$ cat config.mk
export PLATFORM = sky130hd
export DESIGN_NAME = ftp_url_field_splitter_flat
export DESIGN_NICKNAME = d
export VERILOG_FILES = /design/src/rtl/core/fus_pkg.sv /design/src/rtl/core/fus_ifs.sv /design/src/rtl/core/fus_dp.sv /design/src/rtl/core/fus_ctrl.sv /design/src/rtl/core/ftp_url_field_splitter.sv /design/src/flat_wrapper.sv
export SDC_FILE = /design/constraint.sdc
export NUM_CORES = 1
export LEC_CHECK = 0
export BUFFER_PORTS_ARGS = -buffer_cell sky130_fd_sc_hd__buf_2
export CAP_MARGIN = 20
export CORE_MARGIN = 4
export CORE_UTILIZATION = 61
export CTS_BUF_LIST = sky130_fd_sc_hd__clkbuf_2
export CTS_CLUSTER_DIAMETER = 30
export DETAILED_ROUTE_END_ITERATION = 10
export PLACE_DENSITY = 0.78
export SYNTH_ARGS = -nofsm -noshare
export SYNTH_HDL_FRONTEND = slang
export SYNTH_HIERARCHICAL = 1
export SYNTH_SLANG_ARGS = --single-unit
export TNS_END_PERCENT = 20
$ cat constraint.sdc
create_clock -name clk -period 6.1 [get_ports clk]
set_input_delay 0.915 -clock clk [delete_from_list [all_inputs] [get_ports clk]]
set_output_delay 0.915 -clock clk [all_outputs]
set_load 0.1 [all_outputs]
$ cat src/rtl/core/fus_pkg.sv
`default_nettype none

package fus_pkg;

    // Result kinds
    localparam logic [2:0] KIND_USER = 3'd0;
    localparam logic [2:0] KIND_PASS = 3'd1;
    localparam logic [2:0] KIND_HOST = 3'd2;
    localparam logic [2:0] KIND_PATH = 3'd3;
    localparam logic [2:0] KIND_FILE = 3'd4;
    localparam logic [2:0] KIND_ANON = 3'd5;
    localparam logic [2:0] KIND_PERR = 3'd6;
    localparam logic [2:0] KIND_DONE = 3'd7;

    localparam logic [7:0] CH_SLASH = 8'h2F;
    localparam logic [7:0] CH_COLON = 8'h3A;
    localparam logic [7:0] CH_AT    = 8'h40;

    // Position of the last character of the scheme text
    localparam logic [2:0] PREFIX_LAST = 3'd5;

    // Scheme text "ftp://"
    function automatic logic [7:0] prefix_char(input logic [2:0] pos);
        logic [7:0] ch;
        case (pos)
            3'd0:    ch = 8'h66;
            3'd1:    ch = 8'h74;
            3'd2:    ch = 8'h70;
            3'd3:    ch = CH_COLON;
            3'd4:    ch = CH_SLASH;
            3'd5:    ch = CH_SLASH;
            default: ch = 8'h00;
        endcase
        return ch;
    endfunction

    typedef enum logic [1:0] {
        SRC_ZERO,
        SRC_TEXT,
        SRC_HOLD
    } out_src_t;

    typedef struct packed {
        logic       hold_wr;
        logic       hold_clr;
        logic       ovf_clr;
        logic       pfx_adv;
        logic       pfx_clr;
        logic       flush_start;
        logic       flush_adv;
        logic       out_load;
        logic [2:0] out_kind;
        out_src_t   out_src;
        logic       out_run_end;
    } fus_cmd_t;

    typedef struct packed {
        logic can_load;
        logic prefix_hit;
        logic prefix_final;
        logic is_slash;
        logic is_colon;
        logic is_at;
        logic hold_empty;
        logic flush_last;
    } fus_stat_t;

endpackage

`default_nettype wire

$ cat src/rtl/core/fus_ifs.sv
`default_nettype none

interface fus_text_if;
    logic       valid;
    logic       ready;
    logic [7:0] char_code;
    logic       end_of_url;

    modport source (output valid, output char_code, output end_of_url, input ready);
    modport sink   (input valid, input char_code, input end_of_url, output ready);
endinterface

interface fus_field_if;
    logic       valid;
    logic       ready;
    logic [2:0] kind;
    logic [7:0] char_value;
    logic       overflowed;
    logic       run_end;

    modport source (output valid, output kind, output char_value, output overflowed,
                    output run_end, input ready);
    modport sink   (input valid, input kind, input char_value, input overflowed,
                    input run_end, output ready);
endinterface

`default_nettype wire

$ cat src/rtl/core/fus_dp.sv
`default_nettype none

module fus_dp #(
    parameter int BUF_DEPTH = 32
) (
    input  wire logic            clk,
    input  wire logic            rst_n,
    input  wire logic [7:0]      char_code,
    input  wire fus_pkg::fus_cmd_t  cmd,
    output fus_pkg::fus_stat_t   stat,
    fus_field_if.source          field
);
    import fus_pkg::*;

    localparam int CNT_W = $clog2(BUF_DEPTH + 1);
    localparam int IDX_W = (BUF_DEPTH > 1) ? $clog2(BUF_DEPTH) : 1;
    localparam logic [CNT_W-1:0] DEPTH_C = CNT_W'(BUF_DEPTH);

    logic [7:0]       hold_mem [BUF_DEPTH];
    logic [7:0]       rd_data_reg;
    logic [CNT_W-1:0] count_reg, count_next;
    logic [CNT_W-1:0] idx_reg, idx_next;
    logic [CNT_W-1:0] idx_inc;
    logic             ovf_reg, ovf_next;
    logic [2:0]       pfx_reg, pfx_next;
    logic             hold_full;
    logic [IDX_W-1:0] wr_addr;
    logic [IDX_W-1:0] rd_addr;

    logic       out_valid_reg;
    logic [2:0] out_kind_reg;
    logic [7:0] out_char_reg;
    logic       out_ovf_reg;
    logic       out_run_end_reg;
    logic [7:0] load_char;

    assign hold_full = (count_reg == DEPTH_C);
    assign wr_addr   = count_reg[IDX_W-1:0];
    assign idx_inc   = idx_reg + CNT_W'(1);

    always_comb
    begin
        idx_next = idx_reg;
        if (cmd.flush_start)
        begin
            idx_next = '0;
        end
        else if (cmd.flush_adv)
        begin
            idx_next = idx_inc;
        end
        rd_addr = (idx_next < DEPTH_C) ? idx_next[IDX_W-1:0] : '0;
    end

    always_comb
    begin
        count_next = count_reg;
        ovf_next   = ovf_reg;
        pfx_next   = pfx_reg;
        if (cmd.hold_clr)
        begin
            count_next = '0;
        end
        else if (cmd.hold_wr)
        begin
            if (hold_full)
            begin
                ovf_next = 1'b1;
            end
            else
            begin
                count_next = count_reg + CNT_W'(1);
            end
        end
        if (cmd.ovf_clr)
        begin
            ovf_next = 1'b0;
        end
        if (cmd.pfx_clr)
        begin
            pfx_next = '0;
        end
        else if (cmd.pfx_adv)
        begin
            pfx_next = pfx_reg + 3'd1;
        end
    end

    always_comb
    begin
        case (cmd.out_src)
            SRC_TEXT: load_char = char_code;
            SRC_HOLD: load_char = rd_data_reg;
            default:  load_char = 8'h00;
        endcase
    end

    always_ff @(posedge clk)
    begin
        if (cmd.hold_wr && !hold_full)
        begin
            hold_mem[wr_addr] <= char_code;
        end
        rd_data_reg <= hold_mem[rd_addr];
        if (cmd.out_load)
        begin
            out_kind_reg    <= cmd.out_kind;
            out_char_reg    <= load_char;
            out_ovf_reg     <= ovf_reg;
            out_run_end_reg <= cmd.out_run_end;
        end
    end

    always_ff @(posedge clk or negedge rst_n)
    begin
        if (!rst_n)
        begin
            count_reg     <= '0;
            idx_reg       <= '0;
            ovf_reg       <= 1'b0;
            pfx_reg       <= '0;
            out_valid_reg <= 1'b0;
        end
        else
        begin
            count_reg <= count_next;
            idx_reg   <= idx_next;
            ovf_reg   <= ovf_next;
            pfx_reg   <= pfx_next;
            if (cmd.out_load)
            begin
                out_valid_reg <= 1'b1;
            end
            else if (field.ready)
            begin
                out_valid_reg <= 1'b0;
            end
        end
    end

    assign stat.can_load     = !out_valid_reg || field.ready;
    assign stat.prefix_hit   = (char_code == prefix_char(pfx_reg));
    assign stat.prefix_final = (pfx_reg == PREFIX_LAST);
    assign stat.is_slash     = (char_code == CH_SLASH);
    assign stat.is_colon     = (char_code == CH_COLON);
    assign stat.is_at        = (char_code == CH_AT);
    assign stat.hold_empty   = (count_reg == '0);
    assign stat.flush_last   = (idx_inc == count_reg);

    assign field.valid      = out_valid_reg;
    assign field.kind       = out_kind_reg;
    assign field.char_value = out_char_reg;
    assign field.overflowed = out_ovf_reg;
    assign field.run_end    = out_run_end_reg;

endmodule

`default_nettype wire

$ cat src/rtl/core/fus_ctrl.sv
`default_nettype none

module fus_ctrl (
    input  wire logic               clk,
    input  wire logic               rst_n,
    input  wire logic               text_valid,
    input  wire logic               end_of_url,
    output logic                    text_ready,
    input  wire fus_pkg::fus_stat_t stat,
    output fus_pkg::fus_cmd_t       cmd
);
    import fus_pkg::*;

    typedef enum logic [2:0] {
        ST_IDLE,
        ST_PREP,
        ST_FLUSH,
        ST_ANON,
        ST_FINAL,
        ST_DONE
    } state_t;

    typedef enum logic [2:0] {
        PH_PREFIX,
        PH_USER,
        PH_PASS,
        PH_HOST,
        PH_PATH,
        PH_ERROR
    } phase_t;

    state_t     state_reg, state_next;
    phase_t     phase_reg, phase_next;
    logic       last_reg, last_next;
    logic [2:0] fkind_reg, fkind_next;
    logic       anon_reg, anon_next;
    logic       final_reg, final_next;

    always_comb
    begin
        state_next = state_reg;
        phase_next = phase_reg;
        last_next  = last_reg;
        fkind_next = fkind_reg;
        anon_next  = anon_reg;
        final_next = final_reg;
        cmd        = '0;
        cmd.out_src = SRC_ZERO;
        text_ready = 1'b0;

        case (state_reg)
            ST_IDLE:
            begin
                text_ready = stat.can_load;
                if (text_valid && stat.can_load)
                begin
                    last_next  = end_of_url;
                    state_next = end_of_url ? ST_FINAL : ST_IDLE;
                    case (phase_reg)
                        PH_PREFIX:
                        begin
                            if (stat.prefix_hit)
                            begin
                                cmd.pfx_adv = 1'b1;
                                if (stat.prefix_final)
                                begin
                                    phase_next = PH_USER;
                                end
                            end
                            else
                            begin
                                cmd.out_load    = 1'b1;
                                cmd.out_kind    = KIND_PERR;
                                cmd.out_run_end = !end_of_url;
                                phase_next      = PH_ERROR;
                            end
                        end
                        PH_USER:
                        begin
                            if (stat.is_slash)
                            begin
                                // held text turns out to be the host
                                phase_next = PH_PATH;
                                fkind_next = KIND_HOST;
                                anon_next  = 1'b1;
                                final_next = 1'b0;
                                state_next = stat.hold_empty ? ST_ANON : ST_PREP;
                            end
                            else if (stat.is_colon)
                            begin
                                phase_next = PH_PASS;
                                fkind_next = KIND_USER;
                                anon_next  = 1'b0;
                                final_next = 1'b0;
                                if (!stat.hold_empty)
                                begin
                                    state_next = ST_PREP;
                                end
                            end
                            else
                            begin
                                cmd.hold_wr = 1'b1;
                            end
                        end
                        PH_PASS:
                        begin
                            if (stat.is_at)
                            begin
                                phase_next = PH_HOST;
                            end
                            else
                            begin
                                cmd.out_load    = 1'b1;
                                cmd.out_kind    = KIND_PASS;
                                cmd.out_src     = SRC_TEXT;
                                cmd.out_run_end = !end_of_url;
                            end
                        end
                        PH_HOST:
                        begin
                            if (stat.is_slash)
                            begin
                                phase_next = PH_PATH;
                            end
                            else
                            begin
                                cmd.out_load    = 1'b1;
                                cmd.out_kind    = KIND_HOST;
                                cmd.out_src     = SRC_TEXT;
                                cmd.out_run_end = !end_of_url;
                            end
                        end
                        PH_PATH:
                        begin
                            cmd.out_load    = 1'b1;
                            cmd.out_kind    = KIND_PATH;
                            cmd.out_src     = SRC_TEXT;
                            cmd.out_run_end = !end_of_url;
                            // a slash restarts the filename segment
                            if (stat.is_slash)
                            begin
                                cmd.hold_clr = 1'b1;
                            end
                            else
                            begin
                                cmd.hold_wr = 1'b1;
                            end
                        end
                        default:
                        begin
                        end
                    endcase
                end
            end

            ST_PREP:
            begin
                // prime the buffer read for entry zero
                cmd.flush_start = 1'b1;
                state_next      = ST_FLUSH;
            end

            ST_FLUSH:
            begin
                if (stat.can_load)
                begin
                    cmd.out_load  = 1'b1;
                    cmd.out_kind  = fkind_reg;
                    cmd.out_src   = SRC_HOLD;
                    cmd.flush_adv = 1'b1;
                    if (stat.flush_last)
                    begin
                        cmd.hold_clr    = 1'b1;
                        cmd.out_run_end = !anon_reg && !last_reg;
                        if (anon_reg)
                        begin
                            state_next = ST_ANON;
                        end
                        else if (final_reg)
                        begin
                            state_next = ST_DONE;
                        end
                        else
                        begin
                            state_next = last_reg ? ST_FINAL : ST_IDLE;
                        end
                    end
                end
            end

            ST_ANON:
            begin
                if (stat.can_load)
                begin
                    cmd.out_load    = 1'b1;
                    cmd.out_kind    = KIND_ANON;
                    cmd.out_run_end = !last_reg;
                    anon_next       = 1'b0;
                    state_next      = last_reg ? ST_FINAL : ST_IDLE;
                end
            end

            ST_FINAL:
            begin
                if ((phase_reg inside {PH_USER, PH_PATH}) && !stat.hold_empty)
                begin
                    fkind_next = (phase_reg == PH_USER) ? KIND_USER : KIND_FILE;
                    anon_next  = 1'b0;
                    final_next = 1'b1;
                    state_next = ST_PREP;
                end
                else
                begin
                    state_next = ST_DONE;
                end
            end

            ST_DONE:
            begin
                if (stat.can_load)
                begin
                    cmd.out_load    = 1'b1;
                    cmd.out_kind    = KIND_DONE;
                    cmd.out_run_end = 1'b1;
                    cmd.hold_clr    = 1'b1;
                    cmd.ovf_clr     = 1'b1;
                    cmd.pfx_clr     = 1'b1;
                    phase_next      = PH_PREFIX;
                    last_next       = 1'b0;
                    final_next      = 1'b0;
                    state_next      = ST_IDLE;
                end
            end

            default:
            begin
                state_next = ST_IDLE;
            end
        endcase
    end

    always_ff @(posedge clk or negedge rst_n)
    begin
        if (!rst_n)
        begin
            state_reg <= ST_IDLE;
            phase_reg <= PH_PREFIX;
            last_reg  <= 1'b0;
            fkind_reg <= KIND_USER;
            anon_reg  <= 1'b0;
            final_reg <= 1'b0;
        end
        else
        begin
            state_reg <= state_next;
            phase_reg <= phase_next;
            last_reg  <= last_next;
            fkind_reg <= fkind_next;
            anon_reg  <= anon_next;
            final_reg <= final_next;
        end
    end

endmodule

`default_nettype wire

$ cat src/rtl/core/ftp_url_field_splitter.sv
// Splits an ftp URL, fed one byte per transfer on the text channel, into
// tagged bytes on the field channel (user, password, host, path, filename,
// anonymous marker, prefix error, done). end_of_url marks the last byte;
// every URL closes with a done result, and run_end flags the last result
// caused by each input byte.
// A byte that yields a result shows it on the field channel in the cycle
// after its transfer. Plain bytes go at one per cycle while results are taken.
// A flush of held bytes (user bytes resolved by ':' or '/', or the user or
// filename bytes at end of URL) stalls the text channel through ST_PREP and
// ST_FLUSH, one buffer read per cycle while results are taken; the anonymous
// marker and done have their own states; ST_FINAL picks the final flush.
// Bytes beyond BUF_DEPTH in a held segment are dropped and overflowed is set
// until the URL ends.
// The field channel has an output register: when the receiver stalls, the
// result holds and the text channel is held off until it is taken.
// Reset returns the block to the prefix check with empty hold buffer; the
// buffer needs no clearing pass.
`default_nettype none

module ftp_url_field_splitter #(
    parameter int BUF_DEPTH = 32
) (
    input  wire logic   clk,
    input  wire logic   rst_n,
    fus_text_if.sink    text,
    fus_field_if.source field
);
    import fus_pkg::*;

    fus_cmd_t  cmd;
    fus_stat_t stat;
    logic      ready_w;

    assign text.ready = ready_w;

    fus_ctrl u_ctrl (
        .clk        (clk),
        .rst_n      (rst_n),
        .text_valid (text.valid),
        .end_of_url (text.end_of_url),
        .text_ready (ready_w),
        .stat       (stat),
        .cmd        (cmd)
    );

    fus_dp #(
        .BUF_DEPTH (BUF_DEPTH)
    ) u_dp (
        .clk       (clk),
        .rst_n     (rst_n),
        .char_code (text.char_code),
        .cmd       (cmd),
        .stat      (stat),
        .field     (field)
    );

endmodule

`default_nettype wire

$ cat src/flat_wrapper.sv
// flat-port wrapper written by rule: the top's interface ports become plain ports
module ftp_url_field_splitter_flat import fus_pkg::*;
#(
    parameter int BUF_DEPTH = 32
)
  (clk, rst_n, text_valid, text_char_code, text_end_of_url, text_ready, field_valid, field_kind, field_char_value, field_overflowed, field_run_end, field_ready);
  fus_text_if text_i ();
  fus_field_if field_i ();
  input  wire logic clk;
  input  wire logic rst_n;
  input wire logic [$bits(text_i.valid)-1:0] text_valid;
  input wire logic [$bits(text_i.char_code)-1:0] text_char_code;
  input wire logic [$bits(text_i.end_of_url)-1:0] text_end_of_url;
  output wire logic [$bits(text_i.ready)-1:0] text_ready;
  output wire logic [$bits(field_i.valid)-1:0] field_valid;
  output wire logic [$bits(field_i.kind)-1:0] field_kind;
  output wire logic [$bits(field_i.char_value)-1:0] field_char_value;
  output wire logic [$bits(field_i.overflowed)-1:0] field_overflowed;
  output wire logic [$bits(field_i.run_end)-1:0] field_run_end;
  input wire logic [$bits(field_i.ready)-1:0] field_ready;
  assign text_i.valid = text_valid;
  assign text_i.char_code = text_char_code;
  assign text_i.end_of_url = text_end_of_url;
  assign text_ready = text_i.ready;
  assign field_valid = field_i.valid;
  assign field_kind = field_i.kind;
  assign field_char_value = field_i.char_value;
  assign field_overflowed = field_i.overflowed;
  assign field_run_end = field_i.run_end;
  assign field_i.ready = field_ready;
  ftp_url_field_splitter #(.BUF_DEPTH(BUF_DEPTH)) u_core (.clk(clk), .rst_n(rst_n), .text(text_i), .field(field_i));
endmodule
==> flow_summary.toml, run 1 <==
[outcome]
status = "finished clean"

[cts]
clkTransAtPathRegs_ns = 0.12
clock_latency_ns = 0.83
cts_tree = "done"
cts_max_path_buffers = 3
cts_setup_buffers = 0
cts.repair.resized = 0
h-tree-depth = 3
cts_root_buf = "clkbuf_2"
cts.sinks = 305
ctsHoldBuffers = 0
cts_buffers = 77

[route]
ant_nets = 0
vias_per_cell = 6.58
drt_first_pass_iters = 5
wl_per_cell_um = 24.2
vias = 10300
drc_errors = 0
drt_iter0_markers = 1229
totalWireLength_mm = 37.8

[synth]
yosysSeqAreaShare_pct = 63.8
synth_top_family_by_area = "compound AO/OA/AOI/OAI gates"
async_flop_share_pct = 9.18
yosysTopAreaCellShare_pct = 57.6
synth.yosys.warnings = 6
synth_xor_area_share_pct = 0.937
synthTopCellsByArea = "edfxtp_1 (58%), dfrtp_1 (5.0%), nand2_1 (3.2%)"
syn-num-nets = 1179
synthMuxAreaShare_pct = 2.10
netlist_area_mm2 = 0.0140
synth_seq_cells = 305
synth_cell_types = 89
synth_compound_area_share_pct = 15.7
synth_cells = 1154
yosys.area.top_type = "edfxtp_1"
syn_area_per_cell_um2 = 12.1
ys.flop_type = "edfxtp_1"
synth_edf_count = 269
synth-simple-area-share_pct = 12.9
synth_fa_ha_area_share_pct = 1.07

[sta]
setup_ws_ns = 1.86
tightest_slew_ns = 1.06
hold_violations = 0
skew_ns = 0.0772
tns_ns = 0
period_minus_slack_ns = 4.24
slew_headroom_pct = 29.3
maxSlewViolCount = 0
finalSetupViolations = 0
rsz0062_at_grt = "false"
timing.fmax_mhz = 236
period_share_pct = 69.5

[place]
dp_cells = 1419
dp_hpwl_mm = 24.1
place.gp.congestion = 0.940
post-place-ws_ns = 1.44
place_area_mm2 = 0.0144
io_buffers = 27

[pwr]
ir_drop_uv = 252
cellLeakagePower_uw = 0.00531
p_per_area_mw_per_mm2 = 451

[critical_path]
worst-r2r-setup-slack_ns = 1.86
setup.worst_path.end_class = "flip-flop"
r2r-start = "u_core/u_ctrl/state_reg[2]$_DFFE_PN0P_"
required_ns = 6.81
worst-path-max-fanout = 27
worstSetupStartpointType = "flip-flop"
crit_arrival_ns = 4.95
r2r-end = "u_core/u_dp/rd_data_reg[5]$_DFF_P_"
path_class = "flip-flop to flip-flop"
r2r_cells = 9

[grt]
overflow = 0
grt_pass1_vias = 9660
antenna_found_initial = 2
grt_usage_pct = 29.2
grt_max_degree = 47
grt_pass1_wl_mm = 57.3

[floorplanning]
fp.dieH_um = 160
initial_core_util_pct = 61.9
die-area_mm2 = 0.0255
core_area_mm2 = 0.0226
die_x_um = 160
io_pins = 28
rows = 55

[finish]
layout_common_cells = "edfxtp_1 (269), nand2_1 (118), clkbuf_2 (112)"
drive_gt1_share_pct = 17.1
nFillCells = 1745
final_common_cell = "edfxtp_1"
num-nets-final = 1241
largest_register_ffs = 256
fin_area_mm2 = 0.0151
stdcell_count = 1560
area_delta_synth_final_pct = 7.92
final_util_pct = 66.8

[hold_path]
hold_class = "input port to asynchronous set/reset pin"

[job]
maxCapViolCount = 0
-- cells in the mapped netlist (4+ instances only) --
master	n
o21ai_1	6
xnor2_1	8
a31oi_1	34
o21ai_0	46
o221ai_1	13
dfxtp_1	8
buf_6	4
nand3_1	24
o21a_1	13
nand2_1	118
nand2b_1	13
a32oi_1	16
buf_4	10
a21oi_1	60
and3_1	9
and2_1	7
a211oi_1	22
o211ai_1	29
or3_1	18
buf_1	4
ha_1	12
nand4_1	5
a221oi_1	14
nor3_1	19
or4_1	5
xor2_1	7
nor2_1	111
o32ai_1	13
inv_1	23
buf_2	26
nor2b_1	10
edfxtp_1	269
mux2i_1	26
clkbuf_1	35
a22oi_1	10
dfrtp_1	28
nor4_1	4
o22ai_1	5
-- layer usage --
metal / GRT usage, % / share of wire, %
met1: 41.1 / 39
met3: 7.33 / 10
met5: 0 / 0.045
met4: 12.7 / 4.0
met2: 43.8 / 47
-- critical path, cell delays in order, from the launching register on --
cell and delay [ns]:
dfrtp_1 0.61, nor2_1 0.35, and2_1 0.20, buf_4 0.27, a21bo_2 0.39, a21o_1 0.75
inv_1 0.54, nand3_1 0.56, o221ai_1 0.20, a32oi_1 0.23
-- logic make-up (layout without fill, tap and decap cells) --
logic type	Yosys count	in the layout
AO/OA/AOI/OAI	317	317
XOR/XNOR	15	15
adder cells (fa/ha/maj)	12	12
buffers and inverters	105	225
flip-flops	305	305
multiplexers	29	29
other	0	1
AND/OR/NAND/NOR	371	371
-- how the worst max path moves through the flow --
stage                                            from                                    end  depth (start not counted)  slack (ns)
2_1_floorplan                             field_ready  u_core/u_dp/hold_mem[11][0]$_DFFE_PP_                          9        1.44
3_3_place_gp   u_core/u_ctrl/state_reg[0]$_DFFE_PN0P_     u_core/u_dp/rd_data_reg[0]$_DFF_P_                         10        1.56
3_5_place_dp                              field_ready     u_core/u_dp/rd_data_reg[7]$_DFF_P_                         11        1.44
4_1_cts        u_core/u_ctrl/state_reg[0]$_DFFE_PN0P_     u_core/u_dp/rd_data_reg[0]$_DFF_P_                         10        1.54
5_1_grt        u_core/u_ctrl/state_reg[0]$_DFFE_PN0P_     u_core/u_dp/rd_data_reg[5]$_DFF_P_                          9        1.70
6_report       u_core/u_ctrl/state_reg[2]$_DFFE_PN0P_     u_core/u_dp/rd_data_reg[5]$_DFF_P_                          9        1.86
-- metrics by stage --
stage | power (µW) | hold WS [ns]
after floorplan | 4580 | 0.426
after global placement | 5360 | 0.483
after detailed placement | 5380 | 0.491
after CTS | 6800 | 0.0668
after global routing | 7180 | 0.0890
final | 6830 | 0.111
-- final cells by class --
class                   count  area [µm²]  area share, %
flip-flops and latches    305        8940           59.1
well taps                 285         357           2.36
clock inverters            26         186           1.23
inverters                  26        97.6          0.645
diodes                      1        2.50         0.0165
multi-input cells         744        4590           30.3
clock buffers             111         556           3.67
repair buffers             62         403           2.66
-- report_power, final --
part | leakage, µW | switching (µW) | internal, µW | total, µW
clock | 0.000555 | 802 | 617 | 1420
sequential | 0.00286 | 148 | 2390 | 2540
combinational | 0.00189 | 1990 | 872 | 2870
No activity file was read; power rests on OpenSTA's default activity.
==> run 2: changes to the inputs <==
CORE_UTILIZATION = 59   (was 61)
PLACE_DENSITY = 0.79   (was 0.78)
clock period = 3.49 ns   (was 6.1 ns; I/O delays follow)
==> flow_summary.toml, run 2 (same netlist as run 1, synthesis figures left out) <==
[outcome]
status = "finished clean"

[critical_path]
cpMostUsedCell = "buf_4"
crit_start = "u_core/u_ctrl/state_reg[2]$_DFFE_PN0P_"
setup.worst_path.end_class = "flip-flop"
cp_num_buf_inv = 2
r2r-end = "u_core/u_dp/rd_data_reg[6]$_DFF_P_"
crit_arrival_ns = 4.02
required_ns = 4.22
path_depth = 10
worstSetupEndpoint = "u_core/u_dp/rd_data_reg[6]$_DFF_P_"
cp_slowest_stage_delay_ns = 0.79
worst-path-max-fanout = 15
r2r-start = "u_core/u_ctrl/state_reg[2]$_DFFE_PN0P_"
cp_top_family = "simple AND/OR/NAND/NOR gates"
r2r_cells = 10
worst_path_max_delay_cell = "or4_1"
worst-r2r-setup-slack_ns = 0.20
path_class = "flip-flop to flip-flop"
path_cells = "nor2_1, and2_1, buf_4, nand2_1, or4_1, buf_4, a211oi_1, o221ai_1, a22oi_1, mux2i_1"
worstSetupStartpointType = "flip-flop"

[sta]
period_minus_slack_ns = 3.29
slew_headroom_pct = 40.0
finalSetupViolations = 0
hold_violations = 0
maxSlewViolCount = 0
tightest_slew_ns = 0.897
rsz0062_at_grt = "false"
period_share_pct = 94.3
timing.fmax_mhz = 304
skew_ns = 0.0710
timing.hold.ws_ns = 0.136

[pwr]
ir_drop_uv = 415
power.share.sequential_pct = 35.5
clockPowerShare_pct = 21.2
p_switching_uw = 5200
p_total_uw = 12300
cellLeakagePower_uw = 0.00555
p_per_area_mw_per_mm2 = 785
p_sw_share_pct = 42.2
p_comb_share_pct = 43.3
p_int_uw = 7130

[cts]
cts_tree = "done"
clock_latency_ns = 0.87
cts.sinks = 305
cts_setup_buffers = 0
h-tree-depth = 3
cts_root_buf = "clkbuf_2"
clkTransAtPathRegs_ns = 0.09
cts_max_path_buffers = 3
cts_buffers = 79

[floorplanning]
rows = 56
core_area_mm2 = 0.0234
die_x_um = 162
initial_core_util_pct = 59.9
fp.dieH_um = 162
io_pins = 28
die-area_mm2 = 0.0263

[place]
io_buffers = 27
dp_hpwl_mm = 25.0
place_area_mm2 = 0.0148
place.gp.congestion = 0.960

[grt]
grt_usage_pct = 29.3
grt_max_degree = 47
antenna_found_initial = 1
overflow = 0
grt_pass1_wl_mm = 58.8
grt_pass1_vias = 10300

[finish]
area_delta_synth_final_pct = 12.0
num-nets-final = 1280
layout_common_cells = "edfxtp_1 (269), clkbuf_2 (114), nand2_1 (114)"
largest_register_ffs = 256
fin_area_mm2 = 0.0157
final_common_cell = "edfxtp_1"
nFillCells = 1758
drive_gt1_share_pct = 21.6

[route]
wl_per_cell_um = 23.3
vias_per_cell = 6.47
ant_nets = 0
drt_first_pass_iters = 6
drt_iter0_markers = 1213
vias = 10600
totalWireLength_mm = 38.0
drc_errors = 0

[hold_path]
hold_class = "input port to flip-flop"

[job]
maxCapViolCount = 0
-- run 2: final cells by class --
class / instances / area, µm² / share of cell area (%)
Timing Repair Buffer: 99 / 711 / 4.53
Sequential cell: 305 / 8940 / 57.0
Tap cell: 319 / 399 / 2.54
Multi-Input combinational cell: 744 / 4760 / 30.3
Antenna cell: 1 / 2.50 / 0.0159
Clock buffer: 114 / 571 / 3.63
Inverter: 26 / 100 / 0.638
Clock inverter: 28 / 218 / 1.39
-- run 2: worst min path at each step --
stage                                         start                                endpoint  slack, ns  cells after the start
floorplan                                     rst_n      u_core/u_ctrl/anon_reg$_DFFE_PN0P_       0.23                      0
finish                                  field_ready     u_core/u_dp/field.valid$_DFFE_PN0P_       0.14                      4
global route                            field_ready     u_core/u_dp/field.valid$_DFFE_PN0P_       0.09                      4
global placement    u_core/u_dp/ovf_reg$_DFFE_PN0P_  u_core/u_dp/field.overflowed$_DFFE_PP_       0.47                      0
CTS                                     field_ready     u_core/u_dp/field.valid$_DFFE_PN0P_       0.06                      4
detailed placement  u_core/u_dp/ovf_reg$_DFFE_PN0P_  u_core/u_dp/field.overflowed$_DFFE_PP_       0.48                      0
-- run 2: metrics by stage --
stage / setup slack (ns) / TNS [ns] / utilization (%) / cells
finish: 0.198 / 0 / 67.1 / 1636
CTS: 0.0322 / 0 / 67.0 / 1635
floorplan: -0.253 / -35.98 / - / 1154
detailed placement: 0.122 / 0 / 63.4 / 1488
global placement: 0.189 / 0 / 63.4 / 1487
global route: 0.00144 / 0 / 67.1 / 1636
-- run 2: repair_timing --
| item | in CTS | in global routing |
|---|---|---|
| endpoints found under the setup margin | 0 | 16 |
| resized for setup | 0 | 3 |
| hold endpoints to repair | 40 | 0 |
| hold buffers | 5 | 0 |
-- run 2: metal layers --
layer | share of wire, % | global-route usage [%]
met3 | 9.8 | 6.77
met4 | 4.7 | 13.8
met1 | 39 | 39.0
met2 | 47 | 46.1
met5 | 0 | 0
-- run 2: worst reg2reg max path: cells and delay by family, from the launching register on --
family / cells / cell delay (ns)
AO/OA/AOI/OAI: 3 / 0.63
buffers and inverters: 2 / 0.51
flip-flops: 1 / 0.39
AND/OR/NAND/NOR: 4 / 1.57
multiplexers: 1 / 0.10
-- run 2: power groups by stage --
| stage | clock (µW) | combinational (µW) | sequential [µW] |
|---|---|---|---|
| 6_report | 2610 | 5340 | 4380 |
| 3_3_place_gp | 0 | 5100 | 4440 |
| 5_1_grt | 2880 | 5650 | 4400 |
| 2_1_floorplan | 0 | 3240 | 4790 |
| 4_1_cts | 2680 | 5210 | 4370 |
| 3_5_place_dp | 0 | 5180 | 4450 |
==> run 3: changes to the inputs <==
CORE_UTILIZATION = 61   (was 59)
PLACE_DENSITY = 0.78   (was 0.79)
clock period = 3.3 ns   (was 3.49 ns; I/O delays follow)
==> flow_summary.toml, run 3 (same netlist as run 1, synthesis figures left out) <==
[pwr]
ir_drop_uv = 447
cellLeakagePower_uw = 0.00559
p_per_area_mw_per_mm2 = 822

[route]
totalWireLength_mm = 37.8
vias = 10500
drt_iter0_markers = 1477
drc_errors = 0
drt_first_pass_iters = 5
ant_nets = 0
wl_per_cell_um = 23.6
vias_per_cell = 6.56

[finish]
fin_area_mm2 = 0.0157
multi_input_area_mm2 = 0.00477
area_delta_synth_final_pct = 12.1
num-nets-final = 1294
final_common_cell = "edfxtp_1"
largest_register_ffs = 256
drive_gt1_share_pct = 22.8
stdcell_count = 1605
layout_common_cells = "edfxtp_1 (269), clkbuf_2 (115), nand2_1 (114)"
seq_area_mm2 = 0.00894
nFillCells = 1616

[sta]
slew_headroom_pct = 27.3
hold_violations = 0
maxSlewViolCount = 0
setup_ws_ns = 0.102
finalSetupViolations = 0
timing.fmax_mhz = 313
period_minus_slack_ns = 3.20
timing.hold.ws_ns = 0.107
tightest_slew_ns = 1.08
period_share_pct = 96.9
skew_ns = 0.0626
rsz0062_at_grt = "false"

[cts]
h-tree-depth = 3
cts_tree = "done"
cts_root_buf = "clkbuf_2"
cts.sinks = 305
clkTransAtPathRegs_ns = 0.10
cts_buffers = 78
clock_latency_ns = 0.84
cts_max_path_buffers = 3

[place]
dp_hpwl_mm = 25.6
dp_cells = 1471
place.gp.congestion = 0.970
place_area_mm2 = 0.0150
post-place-ws_ns = 0.0311
io_buffers = 27

[grt]
grt_pass1_vias = 10000
antenna_found_initial = 1
overflow = 0
grt_usage_pct = 29.3
grt_pass1_wl_mm = 58.1
grt_max_degree = 35

[floorplanning]
core_area_mm2 = 0.0226
die-area_mm2 = 0.0255
fp.dieH_um = 160
io_pins = 28
initial_core_util_pct = 61.9
rows = 55
die_x_um = 160

[critical_path]
setup.worst_path.end_class = "flip-flop"
r2r-start = "u_core/u_ctrl/state_reg[2]$_DFFE_PN0P_"
required_ns = 4.06
worstSetupStartpointType = "flip-flop"
path_class = "flip-flop to flip-flop"
crit_start = "u_core/u_ctrl/state_reg[2]$_DFFE_PN0P_"
crit_arrival_ns = 3.96
worst-path-max-fanout = 21

[hold_path]
hold_class = "input port to flip-flop"
hp-start = "text_char_code[5]"

[job]
maxCapViolCount = 0

[outcome]
status = "finished clean"
## run 3: cell count changes in the layout (fill, tap and decap cells not counted), sizes merged
cell	change
clkinv	-10
buf	+17
clkbuf	+1
inv	-1
dlygate4sd3	-2
bufinv	-2
## run 3: cell type report
type	instances	share of cell area [%]
well taps	285	2.27
flip-flops and latches	305	56.9
clock buffers	115	3.66
inverters	26	0.637
repair buffers	114	5.44
clock inverters	15	0.732
multi-input cells	744	30.3
diodes	1	0.0159
## run 3: critical path, stage by stage (launching register included)
cell,delay [ns]
dfrtp_1,0.39
nor2_1,0.39
and2_1,0.40
buf_4,0.29
nand4_1,0.13
xor2_1,0.18
or4_1,0.74
a31oi_1,0.28
a31oi_1,0.14
a32oi_1,0.21
## run 3: worst paths after layout
| check | cells after the start | to | slack, ns |
|---|---|---|---|
| setup / recovery | 9 | u_core/u_dp/rd_data_reg[1]$_DFF_P_ | 0.10 |
| hold / removal | 1 | u_core/u_dp/hold_mem[8][5]$_DFFE_PP_ | 0.11 |
| setup reg to reg | 9 | u_core/u_dp/rd_data_reg[1]$_DFF_P_ | 0.10 |
| hold reg to reg | 0 | u_core/u_dp/field.overflowed$_DFFE_PP_ | 0.49 |
| max in group asynchronous | 2 | u_core/u_dp/field.valid$_DFFE_PN0P_ | 2.52 |
| min in group asynchronous | 2 | u_core/u_ctrl/anon_reg$_DFFE_PN0P_ | 0.27 |
## run 3: through the flow
step                      TNS, ns  util, %  total power, µW
after detailed placement        0     66.1            10300
after global routing            0     69.4            13500
after global placement          0     66.1            10300
final                           0     69.4            12900
after CTS                       0     69.3            12900
after floorplan            -77.76        -             8500
## run 3: what timing repair did
| item | in CTS | in global routing |
|---|---|---|
| hold buffers | 3 | 0 |
| resized for setup | 0 | 6 |
| hold endpoints to repair | 30 | 0 |
| buffers inserted | 0 | 0 |
| endpoints found under the setup margin | 0 | 18 |
## run 3: layer usage
metal | wire (µm) | global-route usage (%) | vias to the layer above | share of wire [%]
met2 | 18000 | 47.2 | 649 | 48
met4 | 1760 | 12.1 | 0 | 4.6
met3 | 3390 | 5.15 | 129 | 9.0
li1 | - | - | 4699 | -
met5 | 0 | 0 | - | 0
met1 | 14600 | 40.0 | 5055 | 39
## run 3: report_power, final
group | internal (µW) | switching, µW | total (µW)
clock | 1070 | 1450 | 2520
combinational | 1970 | 3800 | 5770
sequential | 4430 | 212 | 4640
